[config.mk]
export PLATFORM = sky130hd
export DESIGN_NAME = circular_prime_test_unit
export DESIGN_NICKNAME = d
export VERILOG_FILES = /design/src/hw/rtl/cpt_pkg.sv /design/src/hw/rtl/cpt_divider.sv /design/src/hw/rtl/cpt_sequencer.sv /design/src/hw/rtl/circular_prime_test_unit.sv
export SDC_FILE = /design/constraint.sdc
export NUM_CORES = 1
export LEC_CHECK = 0
export BUFFER_PORTS_ARGS = -buffer_cell sky130_fd_sc_hd__buf_4
export CORE_ASPECT_RATIO = 0.6
export CORE_MARGIN = 8
export CORE_UTILIZATION = 59
export CTS_CLUSTER_DIAMETER = 30
export DETAILED_ROUTE_END_ITERATION = 12
export MAX_ROUTING_LAYER = met4
export PLACE_DENSITY = 0.79
export SYNTH_ARGS = -nofsm -noshare
export SYNTH_HDL_FRONTEND = slang
export SYNTH_SLANG_ARGS = --single-unit
[constraint.sdc]
create_clock -name clock -period 9.8 [get_ports clock]
set_input_delay 2.94 -clock clock [delete_from_list [all_inputs] [get_ports clock]]
set_output_delay 2.94 -clock clock [all_outputs]
set_load 0.02 [all_outputs]
[src/hw/rtl/cpt_pkg.sv]
`default_nettype none
package cpt_pkg;
   localparam int MaxDigits = 9;
   localparam int NumW = 30;
   localparam int DivW = 16;
   localparam int CntW = $clog2(NumW + 1);
   localparam int DigW = $clog2(MaxDigits + 1);

   typedef enum logic [3:0] {
      ST_IDLE, ST_SCAN, ST_SCAN_WAIT, ST_TEST, ST_DIV_WAIT, ST_NEXT_DIV,
      ST_ROT, ST_ROT_WAIT, ST_DONE
   } state_type;

   typedef struct packed {
      logic start;
      logic [NumW-1:0] dividend;
      logic [NumW-1:0] divisor;
   } div_req_type;

   typedef struct packed {
      logic busy;
      logic done;
      logic [NumW-1:0] quot;
      logic [NumW-1:0] rem;
   } div_rsp_type;

   // constant table of powers of ten, selected by k
   function automatic logic [NumW+3:0] pow_ten(input logic [DigW-1:0] k);
      logic [NumW+3:0] p;
      logic [NumW+3:0] pv;
      p = '0;
      pv = (NumW+4)'(1);
      for (int i = 0; i <= MaxDigits; i++) begin
         if (k == DigW'(i)) p = pv;
         pv = (NumW+4)'(pv * 10);
      end
      return p;
   endfunction
endpackage
`default_nettype wire

[src/hw/rtl/cpt_divider.sv]
`default_nettype none
// Restoring divider, one quotient bit per cycle.
module cpt_divider (
   input  wire logic              clock,
   input  wire logic              reset,
   input  wire cpt_pkg::div_req_type req,
   output cpt_pkg::div_rsp_type   rsp
);
   logic [cpt_pkg::NumW-1:0] quot_ff, quot_in, rem_ff, rem_in, dsr_ff, dsr_in;
   logic [cpt_pkg::CntW-1:0] cnt_ff, cnt_in;
   logic busy_ff, busy_in, done_ff, done_in;
   logic [cpt_pkg::NumW:0] trial;

   always_comb begin
      quot_in = quot_ff;
      rem_in = rem_ff;
      dsr_in = dsr_ff;
      cnt_in = cnt_ff;
      busy_in = busy_ff;
      done_in = 1'b0;
      trial = {rem_ff, quot_ff[cpt_pkg::NumW-1]} - {1'b0, dsr_ff};
      if (req.start) begin
         quot_in = req.dividend;
         rem_in = '0;
         dsr_in = req.divisor;
         cnt_in = cpt_pkg::CntW'(cpt_pkg::NumW);
         busy_in = 1'b1;
      end else if (busy_ff) begin
         // shift in one dividend bit, keep the difference when it fits
         if (!trial[cpt_pkg::NumW]) begin
            rem_in = trial[cpt_pkg::NumW-1:0];
            quot_in = {quot_ff[cpt_pkg::NumW-2:0], 1'b1};
         end else begin
            rem_in = {rem_ff[cpt_pkg::NumW-2:0], quot_ff[cpt_pkg::NumW-1]};
            quot_in = {quot_ff[cpt_pkg::NumW-2:0], 1'b0};
         end
         cnt_in = cnt_ff - 1'b1;
         if (cnt_ff == cpt_pkg::CntW'(1)) begin
            busy_in = 1'b0;
            done_in = 1'b1;
         end
      end
   end

   always_ff @(posedge clock) begin
      if (reset) begin
         busy_ff <= 1'b0;
         done_ff <= 1'b0;
         cnt_ff <= '0;
      end else begin
         busy_ff <= busy_in;
         done_ff <= done_in;
         cnt_ff <= cnt_in;
      end
      quot_ff <= quot_in;
      rem_ff <= rem_in;
      dsr_ff <= dsr_in;
   end

   assign rsp.busy = busy_ff;
   assign rsp.done = done_ff;
   assign rsp.quot = quot_ff;
   assign rsp.rem = rem_ff;
endmodule
`default_nettype wire

[src/hw/rtl/cpt_sequencer.sv]
`default_nettype none
// Sequencer: digit scan, trial division per rotation, rotation steps.
module cpt_sequencer (
   input  wire logic                     clock,
   input  wire logic                     reset,
   input  wire logic                     req_valid,
   output logic                          req_ready,
   input  wire logic [cpt_pkg::NumW-1:0] req_number,
   output logic                          rsp_valid,
   input  wire logic                     rsp_ready,
   output logic                          rsp_is_circular_prime,
   output cpt_pkg::div_req_type          dreq,
   input  wire cpt_pkg::div_rsp_type     drsp
);
   localparam int NW = cpt_pkg::NumW;
   localparam int DW = cpt_pkg::DigW;

   cpt_pkg::state_type state_ff, state_in;
   logic [NW-1:0] num_ff, num_in, val_ff, val_in, rot_ff, rot_in;
   logic [cpt_pkg::DivW-1:0] d_ff, d_in;
   logic [DW-1:0] len_ff, len_in, left_ff, left_in;
   logic bad_ff, bad_in, res_ff, res_in, rv_ff, rv_in;
   logic [NW-1:0] top;
   logic [2*cpt_pkg::DivW-1:0] dsq;
   logic [NW+3:0] tenmax;
   logic [NW+3:0] rotv;
   logic [3:0] dig;
   logic prime_done, prime_res;

   assign top = NW'(cpt_pkg::pow_ten(DW'(len_ff - 1'b1)));
   assign tenmax = cpt_pkg::pow_ten(DW'(cpt_pkg::MaxDigits));
   assign dsq = d_ff * d_ff;
   assign dig = drsp.rem[3:0];
   assign rotv = (NW+4)'(drsp.rem) * (NW+4)'(10) + (NW+4)'(drsp.quot);

   // next state
   always_comb begin
      state_in = state_ff;
      case (state_ff)
         cpt_pkg::ST_IDLE:
            if (req_valid && !rv_ff) state_in = cpt_pkg::ST_SCAN;
         cpt_pkg::ST_SCAN: state_in = cpt_pkg::ST_SCAN_WAIT;
         cpt_pkg::ST_SCAN_WAIT:
            if (drsp.done) begin
               if (drsp.quot == '0) state_in = cpt_pkg::ST_TEST;
               else state_in = cpt_pkg::ST_SCAN;
            end
         cpt_pkg::ST_TEST: state_in = prime_done ? cpt_pkg::ST_ROT : cpt_pkg::ST_DIV_WAIT;
         cpt_pkg::ST_DIV_WAIT:
            if (drsp.done) state_in = cpt_pkg::ST_NEXT_DIV;
         cpt_pkg::ST_NEXT_DIV: state_in = cpt_pkg::ST_TEST;
         cpt_pkg::ST_ROT: state_in = cpt_pkg::ST_ROT_WAIT;
         cpt_pkg::ST_ROT_WAIT:
            if (drsp.done) state_in = cpt_pkg::ST_TEST;
         cpt_pkg::ST_DONE:
            state_in = cpt_pkg::ST_IDLE;
         default: state_in = cpt_pkg::ST_IDLE;
      endcase
      // early exits
      if (state_ff == cpt_pkg::ST_IDLE && req_valid && !rv_ff &&
          ({4'd0, req_number} >= tenmax || req_number < NW'(2)))
         state_in = cpt_pkg::ST_DONE;
      if (state_ff == cpt_pkg::ST_SCAN_WAIT && drsp.done && drsp.quot == '0 &&
          len_ff != '0 && bad_in)
         state_in = cpt_pkg::ST_DONE;
      if (state_ff == cpt_pkg::ST_TEST && prime_done &&
          (!prime_res || left_ff == DW'(1)))
         state_in = cpt_pkg::ST_DONE;
   end

   // primality of rot_ff given divisor d_ff
   always_comb begin
      prime_done = 1'b0;
      prime_res = 1'b1;
      if (rot_ff == NW'(2)) prime_done = 1'b1;
      else if (rot_ff < NW'(2) || !rot_ff[0]) begin
         prime_done = 1'b1;
         prime_res = 1'b0;
      end else if ({2'b0, dsq} > 34'(rot_ff)) prime_done = 1'b1;
   end

   // datapath and outputs
   always_comb begin
      num_in = num_ff; val_in = val_ff; rot_in = rot_ff; d_in = d_ff;
      len_in = len_ff; left_in = left_ff; bad_in = bad_ff; res_in = res_ff;
      rv_in = rv_ff;
      dreq.start = 1'b0;
      dreq.dividend = val_ff;
      dreq.divisor = NW'(10);
      if (rsp_valid && rsp_ready) rv_in = 1'b0;
      case (state_ff)
         cpt_pkg::ST_IDLE:
            if (req_valid && !rv_ff) begin
               num_in = req_number; val_in = req_number; rot_in = req_number;
               len_in = '0; bad_in = 1'b0; res_in = 1'b0;
               d_in = cpt_pkg::DivW'(3);
            end
         cpt_pkg::ST_SCAN: dreq.start = 1'b1;
         cpt_pkg::ST_SCAN_WAIT:
            if (drsp.done) begin
               len_in = len_ff + 1'b1;
               val_in = drsp.quot;
               if (!dig[0] || dig == 4'd5) bad_in = 1'b1;
               if (drsp.quot == '0) begin
                  left_in = len_in;
                  if (len_ff == '0) bad_in = 1'b0;
               end
            end
         cpt_pkg::ST_TEST:
            if (prime_done) begin
               res_in = prime_res;
            end else begin
               dreq.start = 1'b1;
               dreq.dividend = rot_ff;
               dreq.divisor = NW'(d_ff);
            end
         cpt_pkg::ST_DIV_WAIT:
            if (drsp.done && drsp.rem == '0) begin
               res_in = 1'b0;
               rot_in = '0;
            end
         cpt_pkg::ST_NEXT_DIV: d_in = d_ff + cpt_pkg::DivW'(2);
         cpt_pkg::ST_ROT: begin
            dreq.start = 1'b1;
            dreq.dividend = rot_ff;
            dreq.divisor = top;
            left_in = left_ff - 1'b1;
         end
         cpt_pkg::ST_ROT_WAIT:
            if (drsp.done) begin
               rot_in = NW'(rotv);
               d_in = cpt_pkg::DivW'(3);
            end
         cpt_pkg::ST_DONE: rv_in = 1'b1;
         default: ;
      endcase
   end

   always_ff @(posedge clock) begin
      if (reset) begin
         state_ff <= cpt_pkg::ST_IDLE;
         rv_ff <= 1'b0;
      end else begin
         state_ff <= state_in;
         rv_ff <= rv_in;
      end
      num_ff <= num_in; val_ff <= val_in; rot_ff <= rot_in; d_ff <= d_in;
      len_ff <= len_in; left_ff <= left_in; bad_ff <= bad_in; res_ff <= res_in;
   end

   assign req_ready = (state_ff == cpt_pkg::ST_IDLE) && !rv_ff;
   assign rsp_valid = rv_ff;
   assign rsp_is_circular_prime = res_ff && (num_ff != '0);
endmodule
`default_nettype wire

[src/hw/rtl/circular_prime_test_unit.sv]
`default_nettype none
// channel | ports                              | role
// req     | req_valid/req_ready/req_number     | candidate in
// rsp     | rsp_valid/rsp_ready/rsp_is_circular_prime | verdict out
// One candidate at a time; every division runs on one shared restoring
// divider, one division per digit for the scan, per trial divisor and per
// rotation (worst case, nine rotations of about 15800 odd divisors each).
// Synchronous active-high reset clears the sequencer. A stalled verdict
// holds in its register; no new transfer is taken until it leaves.
module circular_prime_test_unit (
   input  wire logic                     clock,
   input  wire logic                     reset,
   input  wire logic                     req_valid,
   output logic                          req_ready,
   input  wire logic [cpt_pkg::NumW-1:0] req_number,
   output logic                          rsp_valid,
   input  wire logic                     rsp_ready,
   output logic                          rsp_is_circular_prime
);
   cpt_pkg::div_req_type dreq;
   cpt_pkg::div_rsp_type drsp;

   // shared divider for digit scan, trial division and rotation
   cpt_divider u_div (.clock(clock), .reset(reset), .req(dreq), .rsp(drsp));

   cpt_sequencer u_seq (
      .clock(clock), .reset(reset),
      .req_valid(req_valid), .req_ready(req_ready), .req_number(req_number),
      .rsp_valid(rsp_valid), .rsp_ready(rsp_ready),
      .rsp_is_circular_prime(rsp_is_circular_prime),
      .dreq(dreq), .drsp(drsp)
   );
endmodule
`default_nettype wire

==> results.sh <==
export IMPL_outcome="finished, final reports clean"
export IMPL_gpl_final_weighted_congestion=0.9867
export IMPL_via_per_inst=6.255
export IMPL_antenna_found_initial=2
export IMPL_synth_area_leader_cell="edfxtp_1"
export IMPL_synth_seq_area_share_pct=26.22
export IMPL_critical_path_arrival_ns=9.63
export IMPL_synth_cell_area_um2=22520
export IMPL_cts_buffers=38
export IMPL_timing_critical_path_mode_cell="inv_1"
export IMPL_dpl_cell_count=2952
export IMPL_worst_hold_path_type="reg -> reg"
export IMPL_max_clock_freq_mhz=107.0
export IMPL_clock_insertion_delay_worst_skew_ns=0.55
export IMPL_detailedRoute_firstIterationViolations=2639
export IMPL_unrepaired_setup_endpoints_after_global_routing="false"
export IMPL_post_synth_cell_area_avg_um2=9.234
export IMPL_final_net_count=2932
export IMPL_fin_setup_tns_ns=0
export IMPL_synth_distinct_cells=91
export IMPL_hpwlAfterDp_mm=50.42
export IMPL_critPathSlowestCell="fa_1"
export IMPL_post_synth_edffs=168
export IMPL_critPathMaxStageDelay_ns=0.54
export IMPL_htreeDepth=2
export IMPL_mostFrequentLayoutCells="333 x inv_1, 254 x ha_1, 248 x nand2_1, 171 x nor2_1, 168 x edfxtp_1"
export IMPL_cts_post_setup_buffers_inserted=0
export IMPL_die_area_um2=44890
export IMPL_global_route_usage_total_pct=29.31
export IMPL_synth_area_top_cells="edfxtp_1 22%, fa_1 15%, ha_1 14%, inv_1 5.5%, nand2_1 4.1%"
export IMPL_setup_worst_path_class="reg -> reg"
export IMPL_ctsLongestPathBuffers=3
export IMPL_cts_sinks=211
export IMPL_ys_flop_type="edfxtp_1"
export IMPL_clk_pin_slew_worst_paths_ns=0.06
export IMPL_maxCapViolations=0
export IMPL_drive_above_1_share_pct=8.370
export IMPL_timing_slew_headroom_pct=24.73
export IMPL_total_via_count_after_detailed_routing=18920
export IMPL_wire_length_of_the_first_global_routing_pass_mm=102.0
export IMPL_final_design_area_no_fill_um2=24710
export IMPL_min_period_ns=9.349
export IMPL_grt_pass1_vias=18290
export IMPL_cp_data_required_time_ns=10.08
export IMPL_core_region_area_um2=37640
export IMPL_synthesis_yosys_warnings=0
export IMPL_number_of_failing_setup_endpoints_in_the_final_timing_report=0
export IMPL_die_height_um=167.3
export IMPL_dr_pass1_iters=6
export IMPL_clock_tree_root_cell="clkbuf_16"
export IMPL_placedInstanceArea_um2=23430
export IMPL_ios=37
export IMPL_route_final_wire_length_mm=65.02
export IMPL_worstPathMaxFanout=14
export IMPL_hold_ws_ns=0.5061
export IMPL_core_rowCount=55
export IMPL_grt_start_max_net_pins=64
export IMPL_postSynthNetCount=2892
export IMPL_routedWlPerCell_um=21.50
export IMPL_final_period_utilization_pct=95.40
export IMPL_synthArstFlopShare_pct=0
export IMPL_gr_total_overflow=0
export IMPL_drcViolationCount=0
export IMPL_tightest_slew_ns=1.126
export IMPL_slew_viol_final=0
export IMPL_drtAntennaViolNets=0
export IMPL_skew_ns=0.01807
export IMPL_area_share_of_the_largest_cell_type_after_synthesis_pct=22.40
export IMPL_hold_violations=0
export IMPL_ys_seq_elements=211
export IMPL_stdcell_count=3024
export IMPL_clock_tree_from_tritoncts="done"
export IMPL_syn2layout_area_growth_pct=9.722
export IMPL_die_width_um=268.2
export IMPL_buffers_added_on_ports=36
export IMPL_start_kind="flop"
export IMPL_worst_setup_ep_type="flop"
export IMPL_initial_core_utilization_pct=59.83
export IMPL_most_common_library_cell_in_the_layout_ignoring_fill_and_taps="inv_1"
export IMPL_syn_inst=2439
[cells in the mapped netlist (all sizes together), types with 13 or more instances]
library cell,count
mux2i,57
o211ai,13
ha,254
nand4,14
and2,28
a211oi,38
nand2,248
nand2b,23
xor2,39
fa,165
clkbuf,59
o21a,25
nor4,44
xnor2,92
inv,333
a21oi,127
a31oi,16
nor2b,24
nor3,30
edfxtp,168
dfxtp,43
nand3,55
o21ai,118
a21o,39
buf,16
nor2,174
and3,17
o21bai,16
a22o,35
[logic make-up after synthesis]
family                   after synthesis  share of synthesized area (%)
AO/OA/AOI/OAI                        498                          15.08
XOR/XNOR                             131                          5.094
adder cells (fa/ha/maj)              420                          28.82
buffers and inverters                417                          7.433
flip-flops                           211                          26.22
multiplexers                          59                          2.633
AND/OR/NAND/NOR                      703                          14.72
[stage by stage]
stage / setup WS (ns) / utilization [%]
after floorplan: 0.6146 / -
after global placement: 0.7268 / 62.24
after detailed placement: 0.4378 / 62.24
after CTS: 0.4262 / 65.63
after global routing: 0.04038 / 65.65
final: 0.4506 / 65.65
[sequential cells by signal, summed over array words and instances, names as in the netlist]
name and flops:
u_seq.rsp_valid 1, u_seq.d_ff 15, u_seq.len_ff 4, u_div.done_ff 1
u_div.rem_ff 30, u_seq.res_ff 1, u_div.quot_ff 30, u_seq.val_ff 30
u_div.dsr_ff 24, u_div.cnt_ff 5, u_seq.rot_ff 30, u_seq.state_ff 4
u_seq.bad_ff 1, u_seq.num_ff 30, u_seq.left_ff 4, u_div.busy_ff 1
[final timing paths]
path,cells past startpoint,from,slack [ns],end
worst max register to register,36,u_seq.d_ff[10],0.45,u_div.dsr_ff[4]
worst min register to register,1,u_seq.bad_ff,0.51,u_seq.bad_ff
worst max-delay path,36,u_seq.d_ff[10],0.45,u_div.dsr_ff[4]
worst min-delay path,1,u_seq.bad_ff,0.51,u_seq.bad_ff
[worst max-delay path: cells and delay by family, from the launching register on]
kind,cells,cell delay (ns)
adder cells (fa/ha/maj),8,3.47
AO/OA/AOI/OAI,13,2.81
AND/OR/NAND/NOR,6,1.20
buffers and inverters,8,1.08
flip-flops,1,0.37
XOR/XNOR,1,0.14
[metal layers]
layer | vias to the layer above | part of all wire [%] | track usage [%]
li1 | 8552 | - | -
met1 | 9036 | 43 | 43.33
met2 | 1206 | 41 | 39.73
met3 | 122 | 14 | 7.387
met4 | 0 | 2.1 | 6.804
met5 | - | 0 | -
[final cells by class]
type | instances | area [um^2]
multi-input cells | 1811 | 14990
fillers | 3021 | 12930
flip-flops and latches | 211 | 5907
inverters | 337 | 1265
clock buffers | 41 | 962.2
well taps | 513 | 641.9
repair buffers | 80 | 629.4
clock inverters | 29 | 311.5
diodes | 2 | 5.005
[repair_timing]
action                                  in CTS  in global routing
gates resized for setup                      0                  1
hold buffers                                 0                  0
endpoints found under the setup margin       0                 20
Power is left out: the tool's default activity adds up to more than one toggle a clock period on the data nets, which glitch-free logic cannot reach.
